<file path="src/rtl/partition_split_planner_assert.svh">
// Assertion macros for the partition split planner.
// Included by the top level; the macros use its clk and rst_n signals.
`ifndef PARTITION_SPLIT_PLANNER_ASSERT_SVH
`define PARTITION_SPLIT_PLANNER_ASSERT_SVH

// Same-cycle implication, checked outside reset.
`define PSP_ASSERT_IMP(lbl, ante, cons, msg) \
  lbl: assert property (@(posedge clk) disable iff (!rst_n) (ante) |-> (cons)) \
    else $error(msg);

// Next-cycle implication, checked outside reset.
`define PSP_ASSERT_NXT(lbl, ante, cons, msg) \
  lbl: assert property (@(posedge clk) disable iff (!rst_n) (ante) |=> (cons)) \
    else $error(msg);

`endif

</file>
<file path="src/rtl/psp_pkg.sv">
// Shared types and constants of the partition split planner.
// Used by psp_div and partition_split_planner; depends on nothing else.
`default_nettype none

package psp_pkg;

  localparam int NODE_W     = 16;
  localparam int FRAME_W    = 24;
  localparam int PEN_W      = 42;
  localparam int STATUS_W   = 2;
  localparam int CFG_IDX_W  = 2;
  localparam int CFG_DATA_W = 17;

  // Configuration register indexes.
  localparam logic [CFG_IDX_W-1:0] CFG_FORCED_SPLIT   = 2'd0;
  localparam logic [CFG_IDX_W-1:0] CFG_IMBALANCE_LIM  = 2'd1;
  localparam logic [CFG_IDX_W-1:0] CFG_MAX_FRAMES     = 2'd2;

  // Register reset values.
  localparam logic [16:0]        IMBALANCE_RESET = 17'd6554;
  localparam logic [NODE_W-1:0]  FRAMES_RESET    = 16'd1000;

  // Result status codes.
  localparam logic [STATUS_W-1:0] STAT_OK        = 2'd0;
  localparam logic [STATUS_W-1:0] STAT_IMBALANCE = 2'd1;
  localparam logic [STATUS_W-1:0] STAT_INVALID   = 2'd2;

  // Divider request and response.
  typedef struct packed {
    logic               start;
    logic               short_op;  // dividend fits in 16 bits
    logic [FRAME_W-1:0] dividend;
    logic [NODE_W-1:0]  divisor;
  } psp_div_req_t;

  typedef struct packed {
    logic               done;
    logic [FRAME_W-1:0] quot;
    logic [NODE_W-1:0]  rem;
  } psp_div_res_t;

  typedef enum logic [6:0] {
    S_IDLE  = 7'b0000001,
    S_DIV_W = 7'b0000010,
    S_DIV_H = 7'b0000100,
    S_DIV_Q = 7'b0001000,
    S_MUL   = 7'b0010000,
    S_EVAL  = 7'b0100000,
    S_STAT  = 7'b1000000
  } psp_state_t;

endpackage

`default_nettype wire

</file>
<file path="src/rtl/psp_div.sv">
// Iterative restoring divider, two quotient bits per cycle.
// Depends on psp_pkg for the request and response structs.
`default_nettype none

module psp_div (
  input  logic                  clk,
  input  logic                  rst_n,
  input  psp_pkg::psp_div_req_t req,
  output psp_pkg::psp_div_res_t res
);
  import psp_pkg::*;

  localparam int CNT_W = 4;
  localparam logic [CNT_W-1:0] STEPS_LONG  = CNT_W'(FRAME_W / 2);
  localparam logic [CNT_W-1:0] STEPS_SHORT = CNT_W'(NODE_W / 2);

  typedef struct packed {
    logic [NODE_W-1:0]  rem;
    logic [FRAME_W-1:0] quot;
  } div_acc_t;

  div_acc_t           acc_r, acc_nxt;
  logic [NODE_W-1:0]  dvs_r, dvs_nxt;
  logic [CNT_W-1:0]   cnt_r, cnt_nxt;
  logic               busy_r, busy_nxt;
  logic               done_r, done_nxt;

  // One restoring step: shift in the next dividend bit, subtract if it fits.
  function automatic div_acc_t div_step(div_acc_t a, logic [NODE_W-1:0] d);
    logic [NODE_W:0] t;
    div_acc_t        o;
    t = {a.rem, a.quot[FRAME_W-1]};
    if (t >= {1'b0, d}) begin
      o.rem  = NODE_W'(t - {1'b0, d});
      o.quot = {a.quot[FRAME_W-2:0], 1'b1};
    end else begin
      o.rem  = t[NODE_W-1:0];
      o.quot = {a.quot[FRAME_W-2:0], 1'b0};
    end
    return o;
  endfunction

  always_comb begin
    acc_nxt  = acc_r;
    dvs_nxt  = dvs_r;
    cnt_nxt  = cnt_r;
    busy_nxt = busy_r;
    done_nxt = 1'b0;
    if (req.start) begin
      acc_nxt.rem  = '0;
      acc_nxt.quot = req.short_op ? {req.dividend[NODE_W-1:0], (FRAME_W-NODE_W)'(0)}
                                  : req.dividend;
      dvs_nxt  = req.divisor;
      cnt_nxt  = req.short_op ? STEPS_SHORT : STEPS_LONG;
      busy_nxt = 1'b1;
    end else if (busy_r) begin
      acc_nxt = div_step(div_step(acc_r, dvs_r), dvs_r);
      cnt_nxt = cnt_r - 1'b1;
      if (cnt_r == CNT_W'(1)) begin
        busy_nxt = 1'b0;
        done_nxt = 1'b1;
      end
    end
  end

  always_ff @(posedge clk) begin
    if (!rst_n) begin
      cnt_r  <= '0;
      busy_r <= 1'b0;
      done_r <= 1'b0;
    end else begin
      cnt_r  <= cnt_nxt;
      busy_r <= busy_nxt;
      done_r <= done_nxt;
    end
  end

  always_ff @(posedge clk) begin
    acc_r <= acc_nxt;
    dvs_r <= dvs_nxt;
  end

  assign res.done = done_r;
  assign res.quot = acc_r.quot;
  assign res.rem  = acc_r.rem;

endmodule

`default_nettype wire

</file>
<file path="src/rtl/partition_split_planner.sv">
// Partition split planner: top level with the search sequencer and shared multiplier.
// Depends on psp_pkg, psp_div and partition_split_planner_assert.svh.
//
//   channel  ports                          handshake
//   input    in_node_count/row/frame        start high while busy low
//   result   out_best_split ... out_status  out_valid, one cycle, no stall
//   config   cfg_index, cfg_data            cfg_we, taken at once
//
// A word whose counts are zero, or whose forced split exceeds the node count, is
// answered in the cycle after it is taken and the block stays free.
// Otherwise each candidate split takes three passes through the shared
// two-bit-per-cycle divider (width, height and rows per group), a multiply
// step and one compare. Busy stays high through the run and falls in the
// same cycle that the result is shown; a search cut short by the frame limit
// ends its last candidate after the height division.
// Reset is synchronous and active low; it restores the register defaults.
// The receiver cannot stall: each result word is shown for exactly one cycle.
`default_nettype none

module partition_split_planner (
  input  logic                           clk,
  input  logic                           rst_n,
  input  logic                           start,
  output logic                           busy,
  input  logic [psp_pkg::NODE_W-1:0]     in_node_count,
  input  logic [psp_pkg::NODE_W-1:0]     in_row_count,
  input  logic [psp_pkg::FRAME_W-1:0]    in_frame_count,
  output logic                           out_valid,
  output logic [psp_pkg::NODE_W-1:0]     out_best_split,
  output logic [psp_pkg::NODE_W-1:0]     out_column_width,
  output logic [psp_pkg::PEN_W-1:0]      out_idle_penalty,
  output logic [psp_pkg::STATUS_W-1:0]   out_status,
  input  logic                           cfg_we,
  input  logic [psp_pkg::CFG_IDX_W-1:0]  cfg_index,
  input  logic [psp_pkg::CFG_DATA_W-1:0] cfg_data
);
  import psp_pkg::*;

  localparam int PROD_W = NODE_W + FRAME_W + 1;   // 16 x 25 multiplier
  localparam int PQ_W   = NODE_W + FRAME_W;       // rows times frames
  localparam int LIM_W  = PQ_W + 17;              // limit times rows times frames
  localparam int CNT_W  = 3;

  // Configuration registers.
  logic [NODE_W-1:0] forced_r;
  logic [16:0]       lim_r;
  logic [NODE_W-1:0] maxf_r;

  // Sequencer state and the latched word.
  psp_state_t          state_r, state_nxt;
  logic [NODE_W-1:0]   nn_r, nn_nxt, nq_r, nq_nxt;
  logic [FRAME_W-1:0]  nf_r, nf_nxt;
  logic [NODE_W-1:0]   s_r, s_nxt, top_r, top_nxt;
  logic [CNT_W-1:0]    cnt_r, cnt_nxt;

  // Per-candidate terms.
  logic [NODE_W-1:0]   w_r, w_nxt;
  logic [NODE_W-1:0]   node_idle_r, node_idle_nxt;
  logic [FRAME_W-1:0]  h_nxt;
  logic [NODE_W-1:0]   col_idle_r, col_idle_nxt;
  logic [NODE_W-1:0]   rows_per_r, rows_per_nxt;
  logic [NODE_W-1:0]   nqmod_r, nqmod_nxt;
  logic [PEN_W-1:0]    acc_r, acc_nxt;

  // Best split so far and the imbalance bound.
  logic [PEN_W-1:0]    best_pen_r, best_pen_nxt;
  logic [NODE_W-1:0]   best_split_r, best_split_nxt;
  logic [NODE_W-1:0]   best_w_r, best_w_nxt;
  logic [PQ_W-1:0]     pq_r, pq_nxt;
  logic [LIM_W-1:0]    lim_acc_r, lim_acc_nxt;

  // Shared multiplier.
  logic [NODE_W-1:0]   mul_a;
  logic [FRAME_W:0]    mul_b;
  logic [PROD_W-1:0]   prod_r;

  // Result register.
  logic                out_valid_r, out_valid_nxt;
  logic [NODE_W-1:0]   out_split_r, out_split_nxt;
  logic [NODE_W-1:0]   out_width_r, out_width_nxt;
  logic [PEN_W-1:0]    out_pen_r, out_pen_nxt;
  logic [STATUS_W-1:0] out_status_r, out_status_nxt;

  psp_div_req_t        div_req;
  psp_div_res_t        div_res;

  logic                accept;
  logic                bad_word;
  logic                take;

  psp_div u_div (
    .clk   (clk),
    .rst_n (rst_n),
    .req   (div_req),
    .res   (div_res)
  );

  assign busy     = (state_r != S_IDLE);
  assign accept   = start && !busy;
  assign bad_word = (in_node_count == '0) || (in_row_count == '0) ||
                    (in_frame_count == '0) || (forced_r > in_node_count);
  // A forced split and the first split of a search are always kept; later
  // candidates replace the best one on a tie, so the higher split wins.
  assign take     = (forced_r != '0) || (s_r == NODE_W'(1)) || (acc_r <= best_pen_r);

  // Configuration writes; the user keeps the block idle whenever they come, as the block does not enforce it.
  always_ff @(posedge clk) begin
    if (!rst_n) begin
      forced_r <= '0;
      lim_r    <= IMBALANCE_RESET;
      maxf_r   <= FRAMES_RESET;
    end else if (cfg_we) begin
      case (cfg_index)
        CFG_FORCED_SPLIT:  forced_r <= cfg_data[NODE_W-1:0];
        CFG_IMBALANCE_LIM: lim_r    <= cfg_data;
        CFG_MAX_FRAMES:    maxf_r   <= cfg_data[NODE_W-1:0];
        default: ;
      endcase
    end
  end

  // Operand selection for the shared multiplier. While the penalty is built it
  // forms rows*col_idle, rows_per*node_idle and (rows mod s)*(w*h), with w*h
  // written as frames + col_idle. The status pass forms rows*frames and then the
  // limit times that product in two halves.
  always_comb begin
    mul_a = nqmod_r;
    mul_b = {1'b0, nf_r} + {(FRAME_W+1-NODE_W)'(0), col_idle_r};
    case (state_r)
      S_MUL: begin
        case (cnt_r)
          CNT_W'(0): begin
            mul_a = nq_r;
            mul_b = {(FRAME_W+1-NODE_W)'(0), col_idle_r};
          end
          CNT_W'(1): begin
            mul_a = rows_per_r;
            mul_b = {(FRAME_W+1-NODE_W)'(0), node_idle_r};
          end
          default: ;
        endcase
      end
      S_STAT: begin
        case (cnt_r)
          CNT_W'(0): begin
            mul_a = nq_r;
            mul_b = {1'b0, nf_r};
          end
          CNT_W'(2): begin
            mul_a = lim_r[NODE_W-1:0];
            mul_b = pq_r[FRAME_W:0];
          end
          default: begin
            mul_a = lim_r[NODE_W-1:0];
            mul_b = {(FRAME_W+1-(PQ_W-FRAME_W-1))'(0), pq_r[PQ_W-1:FRAME_W+1]};
          end
        endcase
      end
      default: ;
    endcase
  end

  always_ff @(posedge clk) begin
    prod_r <= PROD_W'(mul_a) * PROD_W'(mul_b);
  end

  // Sequencer.
  always_comb begin
    state_nxt      = state_r;
    nn_nxt         = nn_r;
    nq_nxt         = nq_r;
    nf_nxt         = nf_r;
    s_nxt          = s_r;
    top_nxt        = top_r;
    cnt_nxt        = cnt_r;
    w_nxt          = w_r;
    node_idle_nxt  = node_idle_r;
    col_idle_nxt   = col_idle_r;
    rows_per_nxt   = rows_per_r;
    nqmod_nxt      = nqmod_r;
    acc_nxt        = acc_r;
    best_pen_nxt   = best_pen_r;
    best_split_nxt = best_split_r;
    best_w_nxt     = best_w_r;
    pq_nxt         = pq_r;
    lim_acc_nxt    = lim_acc_r;
    out_valid_nxt  = 1'b0;
    out_split_nxt  = out_split_r;
    out_width_nxt  = out_width_r;
    out_pen_nxt    = out_pen_r;
    out_status_nxt = out_status_r;
    h_nxt          = div_res.quot + FRAME_W'(div_res.rem != '0);

    div_req.start    = 1'b0;
    div_req.short_op = 1'b1;
    div_req.dividend = {(FRAME_W-NODE_W)'(0), nn_r};
    div_req.divisor  = s_r;

    case (state_r)
      S_IDLE: begin
        if (accept) begin
          if (bad_word) begin
            out_valid_nxt  = 1'b1;
            out_split_nxt  = '0;
            out_width_nxt  = '0;
            out_pen_nxt    = '0;
            out_status_nxt = STAT_INVALID;
          end else begin
            nn_nxt  = in_node_count;
            nq_nxt  = in_row_count;
            nf_nxt  = in_frame_count;
            top_nxt = (in_node_count < in_row_count) ? in_node_count : in_row_count;
            s_nxt   = (forced_r != '0) ? forced_r : NODE_W'(1);
            // Width of the groups: nodes / split.
            div_req.start    = 1'b1;
            div_req.dividend = {(FRAME_W-NODE_W)'(0), in_node_count};
            div_req.divisor  = s_nxt;
            state_nxt        = S_DIV_W;
          end
        end
      end

      S_DIV_W: begin
        if (div_res.done) begin
          w_nxt         = div_res.quot[NODE_W-1:0];
          node_idle_nxt = div_res.rem;   // nodes left over, nodes - w*s
          // Column height: frames / width, rounded up.
          div_req.start    = 1'b1;
          div_req.short_op = 1'b0;
          div_req.dividend = nf_r;
          div_req.divisor  = div_res.quot[NODE_W-1:0];
          state_nxt        = S_DIV_H;
        end
      end

      S_DIV_H: begin
        if (div_res.done) begin
          // Idle slots in a column: h*w - frames, which is w minus the remainder
          // when the division does not come out even.
          col_idle_nxt = (div_res.rem != '0) ? (w_r - div_res.rem) : '0;
          if ((forced_r == '0) && (s_r != NODE_W'(1)) &&
              (h_nxt > {(FRAME_W-NODE_W)'(0), maxf_r})) begin
            // Columns grew too tall: the search ends with the best so far.
            cnt_nxt   = '0;
            state_nxt = S_STAT;
          end else begin
            div_req.start    = 1'b1;
            div_req.dividend = {(FRAME_W-NODE_W)'(0), nq_r};
            div_req.divisor  = s_r;
            state_nxt        = S_DIV_Q;
          end
        end
      end

      S_DIV_Q: begin
        if (div_res.done) begin
          rows_per_nxt = div_res.quot[NODE_W-1:0] + NODE_W'(div_res.rem != '0);
          nqmod_nxt    = div_res.rem;
          cnt_nxt      = '0;
          state_nxt    = S_MUL;
        end
      end

      S_MUL: begin
        // Each product is registered and arrives in the cycle after its operands; sum the three terms.
        acc_nxt = (cnt_r == '0) ? '0 : (acc_r + PEN_W'(prod_r));
        cnt_nxt = cnt_r + 1'b1;
        if (cnt_r == CNT_W'(3)) begin
          state_nxt = S_EVAL;
        end
      end

      S_EVAL: begin
        if (take) begin
          best_pen_nxt   = acc_r;
          best_split_nxt = s_r;
          best_w_nxt     = w_r;
        end
        if ((forced_r != '0) || (s_r >= top_r)) begin
          cnt_nxt   = '0;
          state_nxt = S_STAT;
        end else begin
          s_nxt            = s_r + 1'b1;
          div_req.start    = 1'b1;
          div_req.divisor  = s_nxt;
          state_nxt        = S_DIV_W;
        end
      end

      S_STAT: begin
        // Imbalance test, exact: penalty * 65536 > limit * frames * rows.
        cnt_nxt = cnt_r + 1'b1;
        case (cnt_r)
          CNT_W'(1): pq_nxt = prod_r[PQ_W-1:0];
          CNT_W'(3): lim_acc_nxt = LIM_W'(prod_r) +
                                   (lim_r[16] ? LIM_W'({pq_r, 16'b0}) : '0);
          CNT_W'(4): lim_acc_nxt = lim_acc_r + LIM_W'({prod_r, (FRAME_W+1)'(0)});
          CNT_W'(5): begin
            out_valid_nxt  = 1'b1;
            out_split_nxt  = best_split_r;
            out_width_nxt  = (nf_r < {(FRAME_W-NODE_W)'(0), nn_r}) ?
                             nf_r[NODE_W-1:0] : best_w_r;
            out_pen_nxt    = best_pen_r;
            out_status_nxt = ({best_pen_r, 16'b0} > {1'b0, lim_acc_r}) ?
                             STAT_IMBALANCE : STAT_OK;
            state_nxt      = S_IDLE;
          end
          default: ;
        endcase
      end

      default: state_nxt = S_IDLE;
    endcase
  end

  always_ff @(posedge clk) begin
    if (!rst_n) begin
      state_r     <= S_IDLE;
      cnt_r       <= '0;
      out_valid_r <= 1'b0;
    end else begin
      state_r     <= state_nxt;
      cnt_r       <= cnt_nxt;
      out_valid_r <= out_valid_nxt;
    end
  end

  always_ff @(posedge clk) begin
    nn_r         <= nn_nxt;
    nq_r         <= nq_nxt;
    nf_r         <= nf_nxt;
    s_r          <= s_nxt;
    top_r        <= top_nxt;
    w_r          <= w_nxt;
    node_idle_r  <= node_idle_nxt;
    col_idle_r   <= col_idle_nxt;
    rows_per_r   <= rows_per_nxt;
    nqmod_r      <= nqmod_nxt;
    acc_r        <= acc_nxt;
    best_pen_r   <= best_pen_nxt;
    best_split_r <= best_split_nxt;
    best_w_r     <= best_w_nxt;
    pq_r         <= pq_nxt;
    lim_acc_r    <= lim_acc_nxt;
    out_split_r  <= out_split_nxt;
    out_width_r  <= out_width_nxt;
    out_pen_r    <= out_pen_nxt;
    out_status_r <= out_status_nxt;
  end

  assign out_valid        = out_valid_r;
  assign out_best_split   = out_split_r;
  assign out_column_width = out_width_r;
  assign out_idle_penalty = out_pen_r;
  assign out_status       = out_status_r;

  // Every taken word leads to either a running search or an answer next cycle.
  `include "partition_split_planner_assert.svh"

  `PSP_ASSERT_NXT(a_accept_progress, start && !busy, busy || out_valid,
                  "accepted word neither started nor answered")
  `PSP_ASSERT_IMP(a_result_when_free, out_valid, !busy,
                  "result shown while a search is still running")
  `PSP_ASSERT_IMP(a_ok_result_nonzero, out_valid && (out_status != STAT_INVALID),
                  (out_best_split != '0) && (out_column_width != '0),
                  "valid plan with zero split or zero width")

endmodule

`default_nettype wire

</file>
<file path="config.mk">
export PLATFORM = sky130hd
export DESIGN_NAME = partition_split_planner
export DESIGN_NICKNAME = d
export VERILOG_FILES = /design/src/rtl/psp_pkg.sv /design/src/rtl/psp_div.sv /design/src/rtl/partition_split_planner.sv
export VERILOG_INCLUDE_DIRS = /design/src /design/src/rtl
export SDC_FILE = /design/constraint.sdc
export NUM_CORES = 2
export LEC_CHECK = 0
export BUFFER_PORTS_ARGS = -buffer_cell sky130_fd_sc_hd__buf_2
export CAP_MARGIN = 10
export CORE_AREA = 5 5 361 363
export CTS_CLUSTER_SIZE = 30
export DETAILED_ROUTE_END_ITERATION = 10
export DIE_AREA = 0 0 366 368
export GPL_ROUTABILITY_DRIVEN = 0
export PLACE_DENSITY_LB_ADDON = 0.25
export SYNTH_ARGS = -nofsm -noshare
export SYNTH_HDL_FRONTEND = slang
export SYNTH_SLANG_ARGS = --single-unit
</file>
<file path="constraint.sdc">
create_clock -name clk -period 9.39 [get_ports clk]
set_input_delay 1.878 -clock clk [delete_from_list [all_inputs] [get_ports clk]]
set_output_delay 1.878 -clock clk [all_outputs]
set_load 0.02 [all_outputs]
</file>
==> run metrics <==
status=finished, final reports clean; number of global-route vias before repair=39,253; # H-tree levels=3; GRT Total Usage=24.4%; Max-cap violations=0; CP Max Fanout=5; DRC Markers=0; Final Slew Violations=0; Ports=157; kind of start point of the critical path=register; antenna cell count=0; most common cell after layout, fill and taps aside=inv_1; deepest clock path buffer count=3; Async SR Flop Fraction=0%; Seq/Total Area, Yosys=34.6%; Post-synth EDFFs=497; die height=368 µm; Clk Latency, worst-skew pair=660 ps; Avg WL per Cell=24.2 µm; fmax=111 MHz; antenna violations before repair=3; WL final=170,000 µm; core area=0.127 mm²; Die Span X=366 µm; crit path DAT=9540 ps; Die Area=0.135 mm²; fill cell count=12,104; post-route core utilization=44.0%; post-DP HPWL=135,000 µm; relative slew slack=10.0%; ratio of cells with drive above 1 in the final layout=8.88%; RSZ-0062 raised after global routing=no; Routed Antenna Nets=0; grt ovf=0; Synth cell types=90; vias per cell=5.77; Root Driver=clkbuf_16; endpoints failing hold=0; Mapped Nets=6,015; Initial DRT Pass Iterations=8; number of port buffers=156; hold slack=464 ps; Critical Path Most Common Cell=fa_1; worst slew pin tran=1340 ps; First DRT Iteration DRCs=4,284; CTS clk-pin slew, worst paths=60 ps; worst endpoint required time=9950 ps; setup violators final=0; Layout area overhead=11.0%; first-pass GRT wire length=251,000 µm; largest net degree at the start of global routing=65; most frequent cells in the layout=inv_1, nand2_1, edfxtp_1; Synth Warn #=0; Synth Register Bits=620; row count=131; slowest stage delay, CP=680 ps; fin crit share=95.6%; clk sinks=620; Crit Path Category=reg2reg; Worst Skew=38.4 ps; Syn Inst Count=5,164; Net count, final=6,181; Setup TNS=0 ps; CTS tree=done; fin crit period=8980 ps; syn_area_per_cell=9.74 µm²; routed vias=40,637; Top FF cell, synth=edfxtp_1; TritonCTS Buffers=68; Crit-path slowest cell=or4b_2; Crit. End Element=register; Starting Density=39.7%; type of the most critical hold path=reg2reg; Cell Area, Synth=0.0503 mm²
## worst paths after layout
check	startpoint	endpoint	slack, ps	cells past startpoint
worst min-delay path	w_r[9]$_DFFE_PP_	best_w_r[9]$_DFFE_PP_	460	0
worst max register to register	nf_r[1]$_DFFE_PP_	prod_r[39]$_DFF_P_	410	29
worst max-delay path	nf_r[1]$_DFFE_PP_	prod_r[39]$_DFF_P_	410	29
worst min register to register	w_r[9]$_DFFE_PP_	best_w_r[9]$_DFFE_PP_	460	0
## logic make-up after synthesis
kind of cell	synth area share, %
mux	1.48
flops	34.6
simple gates	14.4
compound gates	15.9
fa+ha+maj	24.1
buf+inv	5.95
xor+xnor	3.57
## critical path: cells and delay by family (launching register included)
kind | cells | cell delay (ps)
xor+xnor | 1 | 130
buf+inv | 3 | 160
flops | 1 | 490
simple gates | 3 | 1180
fa+ha+maj | 8 | 3730
compound gates | 14 | 3160
## routing by layer
layer	vias up	part of all wire, %	track usage (%)
met4	0	5.6	11.0
li1	18514	-	-
met2	1887	44	38.8
met1	19822	42	32.6
met5	-	0	0
met3	414	8.5	4.60
## synthesized netlist by cell type, types with 24 or more instances
cell	number	area [µm²]
dfxtp_1	123	2460
xor2_1	84	736
buf_2	24	120
and2_1	118	738
a211oi_1	40	300
nor3_1	76	380
nand2_1	509	1910
xnor2_1	121	1060
nand3_1	101	505
o21ai_0	184	921
a221oi_1	34	298
a21oi_1	281	1410
nand2b_1	37	231
nor4_1	39	244
o21a_1	55	413
a21boi_0	56	420
inv_1	602	2260
a22oi_1	87	653
mux2i_1	63	631
nor2b_1	43	269
clkbuf_1	133	499
a22o_1	33	289
a31oi_1	28	175
o22ai_1	32	200
nor2_1	389	1460
fa_1	327	6550
a21o_1	155	1160
nand4_1	57	357
edfxtp_1	497	14900
o211ai_1	24	180
and3_1	46	288
ha_1	445	5570
## repair_timing
action                                  in CTS  in global routing
setup buffers                                0                  7
endpoints found under the setup margin       0                  8
gates resized for setup                      0                 20
hold buffers                                 0                  0
## layout make-up
type | count | area [µm²] | share of cell area (%)
multi-input cells | 3761 | 30000 | 53.8
flip-flops and latches | 620 | 17400 | 31.2
inverters | 607 | 2280 | 4.09
well taps | 1662 | 2080 | 3.73
clock buffers | 81 | 1800 | 3.23
repair buffers | 272 | 1650 | 2.96
clock inverters | 43 | 548 | 0.982
## flip-flops by register name, summed over array words and instances (netlist names), 17 cells and up
| name | count |
|---|---|
| acc_r | 42 |
| best_pen_r | 42 |
| lim_acc_r | 57 |
| lim_r | 17 |
| nf_r | 24 |
| out_idle_penalty | 42 |
| pq_r | 40 |
| prod_r | 41 |
| u_div.res | 40 |
## per-stage QoR
| stage | setup slack [ps] | cell area [µm²] | instances |
|---|---|---|---|
| final | 411 | 55800 | 7046 |
| after global routing | 22.3 | 55800 | 7046 |
| after CTS | 139 | 55600 | 7038 |
| after detailed placement | 200 | 53300 | 6914 |
| after global placement | 301 | 53300 | 6914 |
| after floorplan | 925 | 50300 | 5164 |
Power is left out: the tool's default activity adds up to more than one toggle a clock period on the data nets, which glitch-free logic cannot reach.
